===== config.mk =====
export PLATFORM = sky130hd
export DESIGN_NAME = session_table_with_aging
export DESIGN_NICKNAME = d
export VERILOG_FILES = /design/src/rtl/core/sts_pkg.sv /design/src/rtl/core/session_table_with_aging.sv /design/src/rtl/core/sts_ram.sv
export SDC_FILE = /design/constraint.sdc
export NUM_CORES = 1
export LEC_CHECK = 0
export BUFFER_PORTS_ARGS = -buffer_cell sky130_fd_sc_hd__buf_2
export CAP_MARGIN = 20
export CORE_ASPECT_RATIO = 0.6
export CORE_UTILIZATION = 34
export DETAILED_ROUTE_END_ITERATION = 8
export SYNTH_ARGS = -nofsm -noshare
export SYNTH_HDL_FRONTEND = slang
export SYNTH_SLANG_ARGS = --single-unit

===== constraint.sdc =====
create_clock -name aclk -period 7.7 [get_ports aclk]
set_input_delay 1.54 -clock aclk [delete_from_list [all_inputs] [get_ports aclk]]
set_output_delay 1.54 -clock aclk [all_outputs]
set_load 0.005 [all_outputs]

===== src/rtl/core/sts_pkg.sv =====
// Shared types and codes for the session table with aging.
package sts_pkg;

    localparam int SLOT_W  = 3;
    localparam int IP_W    = 32;
    localparam int PORT_W  = 16;
    localparam int TIMER_W = 8;
    localparam int MODE_W  = 3;
    localparam int KIND_W  = 2;

    localparam logic [TIMER_W-1:0] TIMEOUT_RESET = 8'd10;

    localparam logic [MODE_W-1:0] MODE_TICK = 3'd0;
    localparam logic [MODE_W-1:0] MODE_JOIN = 3'd1;
    localparam logic [MODE_W-1:0] MODE_QUIT = 3'd2;
    localparam logic [MODE_W-1:0] MODE_CHAT = 3'd3;

    localparam logic [KIND_W-1:0] KIND_USER = 2'd0;
    localparam logic [KIND_W-1:0] KIND_JOIN = 2'd1;
    localparam logic [KIND_W-1:0] KIND_QUIT = 2'd2;
    localparam logic [KIND_W-1:0] KIND_CHAT = 2'd3;

    typedef struct packed {
        logic [IP_W-1:0]    ip;
        logic [PORT_W-1:0]  port;
        logic [TIMER_W-1:0] timer;
    } entry_t;

    typedef struct packed {
        logic [KIND_W-1:0] kind;
        logic [SLOT_W-1:0] dest_slot;
        logic [IP_W-1:0]   dest_ip;
        logic [PORT_W-1:0] dest_port;
        logic [SLOT_W-1:0] subject_slot;
        logic              subject_known;
    } result_t;

endpackage


===== src/rtl/core/session_table_with_aging.sv =====
// Session table of MAX_SLOTS client slots with timer aging: one request in, a burst of notices out.
//
// Each input request (s_axis) is an event: tick, join/stay, quit or chat. The block first scans
// all slots out of a single slot RAM ({address, port, timer} per slot) to find the matching slot,
// and on a tick it ages every used slot in the same pass, writing back the decremented timer and
// marking slots whose timer is already zero. It then produces its notices on m_axis in the order
// of the slot index within each fan-out, with m_axis_tlast set on the final notice of the event;
// events that cause no notice produce nothing. An event passes through the idle state that takes
// the request, the scan and the wrap-up; each user-data notice takes an emit, each other notice a
// RAM read and an emit, each fan-out a closing step (the user-data run of a join counts as one),
// a tick a step of its own plus one per expiring slot, and the output side can stall any of them.
// Only one event is in work at a time: s_axis_tready is high while no event is in work, and a
// finished notice may still wait in the output register while the next event is taken. The used
// flags live in flip-flops that reset clears; the slot RAM needs no clearing, since the data of an
// entry counts only while its slot is used. timeout_ticks is written through cfg_wr_en/cfg_wr_data
// and must only change while the block is idle.
module session_table_with_aging
    import sts_pkg::*;
#(
    parameter int MAX_SLOTS = 8
) (
    input  logic               aclk,
    input  logic               aresetn,
    // configuration: timeout_ticks
    input  logic               cfg_wr_en,
    input  logic [TIMER_W-1:0] cfg_wr_data,
    // event requests
    input  logic               s_axis_tvalid,
    output logic               s_axis_tready,
    input  logic [63:0]        s_axis_tdata,   // [31:0] src_ip, [47:32] src_port, [63:48] join_port
    input  logic [MODE_W-1:0]  s_axis_tuser,   // [2:0] mode
    // notices
    output logic               m_axis_tvalid,
    input  logic               m_axis_tready,
    output logic [55:0]        m_axis_tdata,   // [2:0] dest_slot, [34:3] dest_ip, [50:35] dest_port,
                                               // [53:51] subject_slot, [55:54] zero
    output logic [2:0]         m_axis_tuser,   // [1:0] kind, [2] subject_known
    output logic               m_axis_tlast
);

    localparam int IDX_W = $clog2(MAX_SLOTS);
    localparam logic [IDX_W-1:0] LAST_IDX = IDX_W'(MAX_SLOTS - 1);

    localparam logic [3:0] S_IDLE      = 4'd0;
    localparam logic [3:0] S_SCAN      = 4'd1;
    localparam logic [3:0] S_SCAN_END  = 4'd2;
    localparam logic [3:0] S_DECIDE    = 4'd3;
    localparam logic [3:0] S_TICK_NEXT = 4'd4;
    localparam logic [3:0] S_USER      = 4'd5;
    localparam logic [3:0] S_FAN_RD    = 4'd6;
    localparam logic [3:0] S_FAN_EM    = 4'd7;
    localparam logic [3:0] S_FINISH    = 4'd8;

    // Lowest set bit of a slot mask.
    function automatic logic [IDX_W-1:0] low_idx(input logic [MAX_SLOTS-1:0] m);
        logic [IDX_W-1:0] r;
        r = '0;
        for (int k = MAX_SLOTS - 1; k >= 0; k--) begin
            if (m[k]) begin
                r = IDX_W'(k);
            end
        end
        return r;
    endfunction

    function automatic logic [MAX_SLOTS-1:0] slot_bit(input logic [IDX_W-1:0] i);
        return MAX_SLOTS'(1) << i;
    endfunction

    // control state
    logic [3:0]           state_reg, state_next;
    logic [IDX_W-1:0]     idx_reg, idx_next;
    logic                 chk_reg, chk_next;
    logic [IDX_W-1:0]     chk_idx_reg, chk_idx_next;
    logic [MAX_SLOTS-1:0] used_reg, used_next;
    logic [MAX_SLOTS-1:0] expire_reg, expire_next;
    logic [MAX_SLOTS-1:0] mask_reg, mask_next;
    logic                 hit_found_reg, hit_found_next;
    logic [IDX_W-1:0]     hit_idx_reg, hit_idx_next;
    logic                 pend_valid_reg, pend_valid_next;
    logic                 m_valid_reg, m_valid_next;
    logic [TIMER_W-1:0]   timeout_reg;

    // payload state
    logic [MODE_W-1:0]    mode_reg;
    logic [IP_W-1:0]      ip_reg;
    logic [PORT_W-1:0]    sport_reg;
    logic [PORT_W-1:0]    jport_reg;
    logic [IDX_W-1:0]     sub_reg, sub_next;
    logic                 known_reg, known_next;
    logic [KIND_W-1:0]    kind_reg, kind_next;
    logic                 drop_reg, drop_next;
    logic [IDX_W-1:0]     new_reg, new_next;
    logic [IDX_W-1:0]     dest_reg, dest_next;
    result_t              pend_reg, pend_next;
    result_t              m_res_reg, m_res_next;
    logic                 m_last_reg, m_last_next;

    // slot RAM
    logic                 ram_we;
    logic [IDX_W-1:0]     ram_waddr;
    entry_t               ram_wdata;
    logic                 ram_re;
    logic [IDX_W-1:0]     ram_raddr;
    logic [$bits(entry_t)-1:0] ram_rdata;
    entry_t               rd_entry;

    logic                 out_free;
    logic                 can_emit;
    logic                 emit;
    result_t              emit_res;
    logic                 accept;
    logic                 chk_match;
    logic [IDX_W-1:0]     pick;

    sts_ram #(
        .WIDTH ($bits(entry_t)),
        .DEPTH (MAX_SLOTS)
    ) u_slot_ram (
        .aclk    (aclk),
        .wr_en   (ram_we),
        .wr_addr (ram_waddr),
        .wr_data (ram_wdata),
        .rd_en   (ram_re),
        .rd_addr (ram_raddr),
        .rd_data (ram_rdata)
    );

    assign rd_entry      = entry_t'(ram_rdata);
    assign s_axis_tready = (state_reg == S_IDLE);
    assign accept        = s_axis_tvalid && s_axis_tready;

    // A notice goes to the staging register first; it moves on to the output register only once
    // the next notice (or the end of the event) tells whether it is the last one.
    assign out_free = !m_valid_reg || m_axis_tready;
    assign can_emit = !pend_valid_reg || out_free;

    assign chk_match = used_reg[chk_idx_reg] && (rd_entry.ip == ip_reg)
                       && (rd_entry.port == sport_reg);

    always_comb begin
        state_next      = state_reg;
        idx_next        = idx_reg;
        chk_next        = 1'b0;
        chk_idx_next    = idx_reg;
        used_next       = used_reg;
        expire_next     = expire_reg;
        mask_next       = mask_reg;
        hit_found_next  = hit_found_reg;
        hit_idx_next    = hit_idx_reg;
        sub_next        = sub_reg;
        known_next      = known_reg;
        kind_next       = kind_reg;
        drop_next       = drop_reg;
        new_next        = new_reg;
        dest_next       = dest_reg;
        ram_we          = 1'b0;
        ram_waddr       = chk_idx_reg;
        ram_wdata       = rd_entry;
        ram_re          = 1'b0;
        ram_raddr       = idx_reg;
        emit            = 1'b0;
        emit_res        = '0;
        pick            = '0;
        pend_valid_next = pend_valid_reg;
        pend_next       = pend_reg;
        m_valid_next    = m_valid_reg;
        m_res_next      = m_res_reg;
        m_last_next     = m_last_reg;

        // Check the entry read in the previous scan cycle: age it on a tick, match it otherwise.
        // Writes land on the entry behind the one being read, so the two never collide.
        if (chk_reg) begin
            if (mode_reg == MODE_TICK) begin
                if (used_reg[chk_idx_reg]) begin
                    if (rd_entry.timer == '0) begin
                        expire_next[chk_idx_reg] = 1'b1;
                    end else begin
                        ram_we          = 1'b1;
                        ram_wdata.timer = rd_entry.timer - TIMER_W'(1);
                    end
                end
            end else if (chk_match && !hit_found_reg) begin
                hit_found_next = 1'b1;
                hit_idx_next   = chk_idx_reg;
            end
        end

        unique case (state_reg)
            S_IDLE: begin
                if (accept) begin
                    idx_next       = '0;
                    hit_found_next = 1'b0;
                    hit_idx_next   = '0;
                    expire_next    = '0;
                    state_next     = S_SCAN;
                end
            end

            S_SCAN: begin
                ram_re       = 1'b1;
                ram_raddr    = idx_reg;
                chk_next     = 1'b1;
                chk_idx_next = idx_reg;
                if (idx_reg == LAST_IDX) begin
                    state_next = S_SCAN_END;
                end else begin
                    idx_next = idx_reg + IDX_W'(1);
                end
            end

            S_SCAN_END: begin
                state_next = S_DECIDE;
            end

            S_DECIDE: begin
                state_next = S_FINISH;
                if (mode_reg == MODE_TICK) begin
                    state_next = S_TICK_NEXT;
                end else if (mode_reg == MODE_JOIN) begin
                    if (hit_found_reg) begin
                        // stay: reload the timer, address and port are unchanged by the match
                        ram_we          = 1'b1;
                        ram_waddr       = hit_idx_reg;
                        ram_wdata.ip    = ip_reg;
                        ram_wdata.port  = sport_reg;
                        ram_wdata.timer = timeout_reg;
                    end else if (~used_reg != '0) begin
                        pick            = low_idx(~used_reg);
                        ram_we          = 1'b1;
                        ram_waddr       = pick;
                        ram_wdata.ip    = ip_reg;
                        ram_wdata.port  = jport_reg;
                        ram_wdata.timer = timeout_reg;
                        used_next       = used_reg | slot_bit(pick);
                        new_next        = pick;
                        mask_next       = used_reg | slot_bit(pick);
                        state_next      = S_USER;
                    end
                end else if (mode_reg == MODE_QUIT) begin
                    if (hit_found_reg) begin
                        mask_next  = used_reg & ~slot_bit(hit_idx_reg);
                        kind_next  = KIND_QUIT;
                        sub_next   = hit_idx_reg;
                        known_next = 1'b1;
                        drop_next  = 1'b1;
                        state_next = S_FAN_RD;
                    end
                end else if (mode_reg == MODE_CHAT) begin
                    mask_next  = used_reg;
                    kind_next  = KIND_CHAT;
                    sub_next   = hit_found_reg ? hit_idx_reg : '0;
                    known_next = hit_found_reg;
                    drop_next  = 1'b0;
                    state_next = S_FAN_RD;
                end
            end

            S_TICK_NEXT: begin
                // expire slots in ascending order; earlier ones are already freed
                if (expire_reg == '0) begin
                    state_next = S_FINISH;
                end else begin
                    pick        = low_idx(expire_reg);
                    expire_next = expire_reg & ~slot_bit(pick);
                    mask_next   = used_reg & ~slot_bit(pick);
                    kind_next   = KIND_QUIT;
                    sub_next    = pick;
                    known_next  = 1'b1;
                    drop_next   = 1'b1;
                    state_next  = S_FAN_RD;
                end
            end

            S_USER: begin
                if (mask_reg == '0) begin
                    mask_next  = used_reg & ~slot_bit(new_reg);
                    kind_next  = KIND_JOIN;
                    sub_next   = new_reg;
                    known_next = 1'b1;
                    drop_next  = 1'b0;
                    state_next = S_FAN_RD;
                end else if (can_emit) begin
                    pick                   = low_idx(mask_reg);
                    mask_next              = mask_reg & ~slot_bit(pick);
                    emit                   = 1'b1;
                    emit_res.kind          = KIND_USER;
                    emit_res.dest_slot     = SLOT_W'(new_reg);
                    emit_res.dest_ip       = ip_reg;
                    emit_res.dest_port     = jport_reg;
                    emit_res.subject_slot  = SLOT_W'(pick);
                    emit_res.subject_known = 1'b1;
                end
            end

            S_FAN_RD: begin
                if (mask_reg == '0) begin
                    if (drop_reg) begin
                        used_next = used_reg & ~slot_bit(sub_reg);
                    end
                    state_next = (mode_reg == MODE_TICK) ? S_TICK_NEXT : S_FINISH;
                end else begin
                    pick       = low_idx(mask_reg);
                    ram_re     = 1'b1;
                    ram_raddr  = pick;
                    dest_next  = pick;
                    mask_next  = mask_reg & ~slot_bit(pick);
                    state_next = S_FAN_EM;
                end
            end

            S_FAN_EM: begin
                // read data holds while no new read is issued
                if (can_emit) begin
                    emit                   = 1'b1;
                    emit_res.kind          = kind_reg;
                    emit_res.dest_slot     = SLOT_W'(dest_reg);
                    emit_res.dest_ip       = rd_entry.ip;
                    emit_res.dest_port     = rd_entry.port;
                    emit_res.subject_slot  = SLOT_W'(sub_reg);
                    emit_res.subject_known = known_reg;
                    state_next             = S_FAN_RD;
                end
            end

            S_FINISH: begin
                if (!pend_valid_reg) begin
                    state_next = S_IDLE;
                end else if (out_free) begin
                    state_next = S_IDLE;
                end
            end

            default: begin
                state_next = S_IDLE;
            end
        endcase

        // output side: drain, then load from staging
        if (m_valid_reg && m_axis_tready) begin
            m_valid_next = 1'b0;
        end
        if (emit) begin
            if (pend_valid_reg) begin
                m_valid_next = 1'b1;
                m_res_next   = pend_reg;
                m_last_next  = 1'b0;
            end
            pend_valid_next = 1'b1;
            pend_next       = emit_res;
        end else if (state_reg == S_FINISH && pend_valid_reg && out_free) begin
            m_valid_next    = 1'b1;
            m_res_next      = pend_reg;
            m_last_next     = 1'b1;
            pend_valid_next = 1'b0;
        end
    end

    always_ff @(posedge aclk) begin
        if (!aresetn) begin
            state_reg      <= S_IDLE;
            idx_reg        <= '0;
            chk_reg        <= 1'b0;
            chk_idx_reg    <= '0;
            used_reg       <= '0;
            expire_reg     <= '0;
            mask_reg       <= '0;
            hit_found_reg  <= 1'b0;
            hit_idx_reg    <= '0;
            pend_valid_reg <= 1'b0;
            m_valid_reg    <= 1'b0;
            timeout_reg    <= TIMEOUT_RESET;
        end else begin
            state_reg      <= state_next;
            idx_reg        <= idx_next;
            chk_reg        <= chk_next;
            chk_idx_reg    <= chk_idx_next;
            used_reg       <= used_next;
            expire_reg     <= expire_next;
            mask_reg       <= mask_next;
            hit_found_reg  <= hit_found_next;
            hit_idx_reg    <= hit_idx_next;
            pend_valid_reg <= pend_valid_next;
            m_valid_reg    <= m_valid_next;
            if (cfg_wr_en) begin
                timeout_reg <= cfg_wr_data;
            end
        end
    end

    // hold the request fields for the whole event
    always_ff @(posedge aclk) begin
        if (accept) begin
            mode_reg  <= s_axis_tuser;
            ip_reg    <= s_axis_tdata[31:0];
            sport_reg <= s_axis_tdata[47:32];
            jport_reg <= s_axis_tdata[63:48];
        end
        sub_reg    <= sub_next;
        known_reg  <= known_next;
        kind_reg   <= kind_next;
        drop_reg   <= drop_next;
        new_reg    <= new_next;
        dest_reg   <= dest_next;
        pend_reg   <= pend_next;
        m_res_reg  <= m_res_next;
        m_last_reg <= m_last_next;
    end

    assign m_axis_tvalid = m_valid_reg;
    assign m_axis_tlast  = m_last_reg;
    assign m_axis_tdata  = {2'b00, m_res_reg.subject_slot, m_res_reg.dest_port,
                            m_res_reg.dest_ip, m_res_reg.dest_slot};
    assign m_axis_tuser  = {m_res_reg.subject_known, m_res_reg.kind};

endmodule


===== src/rtl/core/sts_ram.sv =====
// Generic simple dual-port RAM with one write port and a registered read port.
module sts_ram #(
    parameter int WIDTH = 8,
    parameter int DEPTH = 8
) (
    input  logic                     aclk,
    input  logic                     wr_en,
    input  logic [$clog2(DEPTH)-1:0] wr_addr,
    input  logic [WIDTH-1:0]         wr_data,
    input  logic                     rd_en,
    input  logic [$clog2(DEPTH)-1:0] rd_addr,
    output logic [WIDTH-1:0]         rd_data
);

    logic [WIDTH-1:0] mem [DEPTH];

    always_ff @(posedge aclk) begin
        if (wr_en) begin
            mem[wr_addr] <= wr_data;
        end
        if (rd_en) begin
            rd_data <= mem[rd_addr];
        end
    end

endmodule


# After elaboration in Yosys (flattened, before gate mapping)
# Memory sizes are Yosys's and may differ from the RTL's. A register that Yosys moved wholly into a read port is not among the register bits.
# Cells that the tools add are included.
[word_totals]
inputBits = 80
romBits = 0
register_bits = 244
latch_bits = 0
mem_bits_rw = 448
memories = 1
[memory_table]
columns = ["name", "words", "word_bits", "read_ports", "rd_clocked_by_memory_dff", "write_ports", "line", "source"]
rows = [
  ["u_slot_ram.mem", 8, 56, 1, 1, 1, "sts_ram.sv:15", "logic [WIDTH-1:0] mem [DEPTH];"],
]
[op_classes]
n_bitwise = 19
reduce_logical = 32
n_mux = 174
n_eq_ne = 37
n_addsub = 2
magnitude_cmp = 2
div = 0
mul = 0
shift = 7
[ops]
columns = ["op", "count"]
rows = [
  ["$mux W56", 5],
  ["$mux W57", 4],
  ["$mux W8", 25],
  ["$mux W3", 58],
  ["$pmux W57 S2", 1],
  ["$mux W55", 2],
  ["$mux W4", 16],
  ["$and A8 B8 Y8", 7],
  ["$not A8 Y8", 7],
  ["$shl A1 B3 Y8 const A", 7],
  ["$mux W1", 43],
  ["$pmux W4 S9", 1],
  ["$eq A32 B32 Y1", 1],
  ["$pmux W8 S2", 2],
  ["$pmux W8 S4", 1],
  ["$ne A2 B2 Y1 const B", 14],
  ["$logic_not A8 Y1", 3],
  ["$ne A3 B3 Y1 const B", 6],
  ["$eq A16 B16 Y1", 1],
  ["$eq A4 B3 Y1 const B", 4],
  ["$or A8 B8 Y8", 2],
  ["$mux W2", 7],
  ["$reduce_and A7 Y1", 2],
  ["$reduce_and A5 Y1", 2],
  ["32 further kinds", 52],
]

# Longest topological paths before layout
[depth]
word_depth = 21
mapped_depth = 10
ltp_nobuf = 8

# By module
# From an unflattened synthesis, not the netlist that was laid out.
[hier_totals]
hier_cells = 1742
area_unflattened_um2 = 29997.5
[by_module_without_submodules]
columns = ["module", "cells_each", "area_per_inst_um2", "seq_area_each_um2", "instances"]
rows = [
  ["sts_ram", 716, 18535.3, 15134.5, 1],
  ["session_table_with_aging", 1026, 11462.2, 6836.6, 1],
]

# Worst setup path before layout
# No wires, ideal clock.
[synth_path]
path_type = "reg-to-reg"
from = "register mode_reg[1]"
to = "memory u_slot_ram.mem[3][0] in the netlist's numbering (enable)"
slack_ps = 1560
period_less_slack_ps = 6140
setup_time_ps = 539
stages_incl_launch_ff = 7
arrival_time_ps = 5601
required_time_ps = 7161
cell_sequence = "edfxtp_1 -> clkbuf_1 -> or3b_1 -> a311oi_1 -> a2bb2oi_1 -> o21ai_0 -> nor3_1"
[synth_between]
elab_chain_len = 10
word_cells_on_any_way = 14
classes_between = "1 x eq/ne; 12 x mux; 1 x reduce/logical"
[synth_lines]
columns = ["item", "line", "source"]
rows = [
  ["from (decl)", "session_table_with_aging.sv:85", "logic [MODE_W-1:0] mode_reg;"],
  ["from (signal assigned)", "session_table_with_aging.sv:394", "mode_reg <= s_axis_tuser;"],
  ["$logic_not A3 Y1", "session_table_with_aging.sv:174, session_table_with_aging.sv:218", ""],
  ["$mux W1", "session_table_with_aging.sv:174", "if (mode_reg == MODE_TICK) begin"],
  ["$mux W1", "session_table_with_aging.sv:173", "if (chk_reg) begin"],
  ["$mux W1", "session_table_with_aging.sv:228", "end else if (~used_reg != '0) begin"],
  ["$mux W1", "session_table_with_aging.sv:221", "if (hit_found_reg) begin"],
  ["$mux W1", "session_table_with_aging.sv:220", "end else if (mode_reg == MODE_JOIN) begin"],
  ["$mux W1", "session_table_with_aging.sv:218", "if (mode_reg == MODE_TICK) begin"],
  ["$mux W1", "session_table_with_aging.sv:189", "unique case (state_reg)"],
  ["$mux W1", "sts_ram.sv:18", "if (wr_en) begin"],
  ["$mux W1 (not written as such)", "sts_ram.sv:19", "mem[wr_addr] <= wr_data;"],
  ["to (decl)", "sts_ram.sv:15", ""],
]
# Parallel ways exist; a longest one is shown, timed or not.

# Worst setup path in the final report
[layout_path]
from = "register state_reg[1]"
to = "memory u_slot_ram.mem[4][20] in the netlist's numbering (enable)"
[layout_between]
elab_chain_len = 4
word_cells_on_any_way = 5
classes_between = "1 x eq/ne; 4 x mux"
[layout_lines]
columns = ["item", "line", "source"]
rows = [
  ["from (decl)", "session_table_with_aging.sv:71", "logic [3:0] state_reg, state_next;"],
  ["from (signal assigned)", "session_table_with_aging.sv:374", "state_reg <= state_next;"],
  ["$eq A4 B2 Y1 (*)", "session_table_with_aging.sv:189", ""],
  ["$mux W1", "session_table_with_aging.sv:189", ""],
  ["$mux W1", "sts_ram.sv:18", ""],
  ["$mux W1 (not written as such)", "sts_ram.sv:19", ""],
]
# Every way passes the cells marked *; elsewhere a longest branch is shown, timed or not.

==> impl_metrics.ini <==
[cts]
cts_sinks = 748
cts_setup_buffers = 0
cts-root-buf = clkbuf_16
cts_hold_buf = 0
worstSkewPairLatency_ns = 0.64
cts_buffers = 72
cts_tree = yes
htreeDepth = 3
clk_pin_slew_ns = 0.07
cts_resized = 0
clk_path_buf_depth = 3

[timing]
setup_viol = 0
min_period_over_period_pct = 63.0
postLayoutSetupSlackWorst_ns = 2.85
max_slew_margin_pct = 20.4
min_period_ns = 4.85
tightest_slew_ns = 1.18
hold_ws_ns = 0.414
max_freq_mhz = 206
maxSlewViolCount = 0
setup_tns_ns = 0
rsz0062_at_grt = no
fin_skew_ns = 0.0255
hold_viol = 0

[route]
dr_total_vias = 19397
met1_length_mm = 40.1
drtAntennaViolNets = 0
firstDrtPassIters = 6
wirelength_mm = 87.1
drtIter0Drc = 2285
routed_via_density = 5.62
wl_met2_mm = 37.6
highest_layer = met4
route.met3.wl_mm = 7.75
wire_per_inst_um = 25.2
drc = 0

[worst_hold_path]
hold_path_depth = 0
min_path_type = reg -> reg
hold_end = m_axis_tdata[9]
hold_start = pend_reg[26]

[outcome]
status = finished, final reports clean

[yosys]
synth_edf_count = 699
syn_area_um2 = 30500
synthArstFlopShare_pct = 0
synth_ff_type = edfxtp_1
synthCells = 2128
yosys_warnings = 0
syn_avg_cell_area_um2 = 14.3
synth_cell_types = 89
yosysSeqAreaShare_pct = 72.1
ys_ff_latch = 748

[pwr]
power_mw = 10.6
powerDensity_nw_per_um2 = 303
ir_drop_uv = 156
p_leak_nw = 11.3

[place]
place_inst = 3320
portBuffers = 139
gp_congestion = 0.922
dp_hpwl_mm = 51.4
dpl_worst_slack_ns = 2.97
dpl_cell_area_um2 = 32400

[final_layout]
area_growth_pct = 14.5
final_util_pct = 39.5
final_area_um2 = 34900
instances_no_fill = 3452
num_antenna_cells = 0
drive_gt1_share_pct = 14.3
fillCellCount = 8085
largest_register_ffs = 448
nets = 2317

[critical_path]
path_buf_inv = 1
reg2reg_depth = 7
crit_path_end_kind = flop
crit_arrival_ns = 5.12
worstSetupStartpoint = state_reg[1]
critPathSlowestCell = nor2_4
crit_path_start_kind = flop
worst_path_dominant_cell_family = simple AND/OR/NAND/NOR gates
r2r-start = state_reg[1]
r2r_slack_ns = 2.85
cp_num_cells = 7
critPathMostFrequentCell = nand2_1
cp.required_ns = 7.97
worstPathMaxFanout = 32
critical_path.cell_chain = nand4bb_1, nor2_1, nand2_1, o21ai_0, nand2_1, nor2_4, buf_4
r2r-end = u_slot_ram.mem[4][20]
worstSetupPathType = reg -> reg
max_stage_delay_ns = 0.81

[die]
core_um2 = 88200
die_h_um = 234
dieArea_um2 = 90800
num_rows = 84
die_w_um = 388
pin_count = 142
start_util_pct = 34.5

[global_route]
grt_max_degree = 88
antenna_found_initial = 1
grt_pass1_wl_mm = 126
track_usage_pct = 18.8
grt_pass1_vias = 18512
grt-ovfl-total = 0

[run]
drv_cap = 0
cell usage in the layout (no fill, tap or decap), types with 57 or more instances in the layout:
cell type and instances:
a21oi_1 88, a31oi_1 70, and4_1 58, buf_2 139
clkbuf_16 75, edfxtp_1 699, mux2i_1 72, nand2_1 261
nor2_1 57, o21ai_0 100
synthesized netlist by cell type (6+ instances only):
master / number / area, um2
o22ai_1: 8 / 50.1
nor2_1: 66 / 248
edfxtp_1: 699 / 21000
o31ai_1: 6 / 45.0
a222oi_1: 16 / 160
nand2b_1: 17 / 106
xor2_1: 13 / 114
a31oi_1: 70 / 438
nor3_1: 30 / 150
and2_1: 7 / 43.8
nand4_1: 10 / 62.6
clkbuf_1: 82 / 308
a221oi_1: 56 / 490
a2bb2oi_1: 56 / 490
o211ai_1: 7 / 52.6
buf_4: 10 / 75.1
xnor2_1: 24 / 210
and3_1: 7 / 43.8
a21oi_1: 88 / 440
nor4_1: 13 / 81.3
nand2_1: 265 / 995
o21ai_0: 100 / 500
dfxtp_1: 49 / 981
o21a_1: 6 / 45.0
nand3_1: 18 / 90.1
or3_1: 6 / 37.5
buf_2: 42 / 210
nor2b_1: 17 / 106
a22o_1: 53 / 464
and4_1: 58 / 508
inv_1: 49 / 184
mux2i_1: 72 / 721
power breakdown:
part | switching (mW) | internal, mW | total (mW)
sequential | 0.300 | 5.01 | 5.31
combinational | 1.05 | 0.438 | 1.49
clock | 1.55 | 2.23 | 3.78
total | 2.91 | 7.67 | 10.6
metal layers:
metal,track usage [%],vias up
met1,28.1,9831
met4,4.46,0
met5,0,-
met3,3.89,116
met2,27.7,902
li1,-,8548
how the worst max path moves through the flow:
stage,end,slack (ns)
floorplan,u_slot_ram.mem[3][0],1.56
global placement,u_slot_ram.mem[6][4],3.01
detailed placement,u_slot_ram.mem[6][9],2.97
CTS,u_slot_ram.mem[6][22],2.92
global route,u_slot_ram.mem[4][6],2.55
finish,u_slot_ram.mem[4][20],2.85
final cells by class:
| type | count | area [um2] | area share [%] |
|---|---|---|---|
| flip-flops and latches | 748 | 22000 | 63.0 |
| multi-input cells | 1190 | 7830 | 22.4 |
| clock buffers | 88 | 1930 | 5.52 |
| well taps | 1161 | 1450 | 4.17 |
| repair buffers | 171 | 936 | 2.68 |
| clock inverters | 43 | 563 | 1.61 |
| inverters | 51 | 193 | 0.553 |
kinds of logic after synthesis:
kind of cell / after synthesis / share of synthesized area, %
adder cells (fa/ha/maj): 3 / 0.123
multiplexers: 74 / 2.49
XOR/XNOR: 37 / 1.06
AND/OR/NAND/NOR: 544 / 9.02
flip-flops: 748 / 72.1
buffers and inverters: 191 / 2.69
other: 1 / 0.0123
AO/OA/AOI/OAI: 530 / 12.5
No activity file was read; power rests on OpenSTA's default activity.
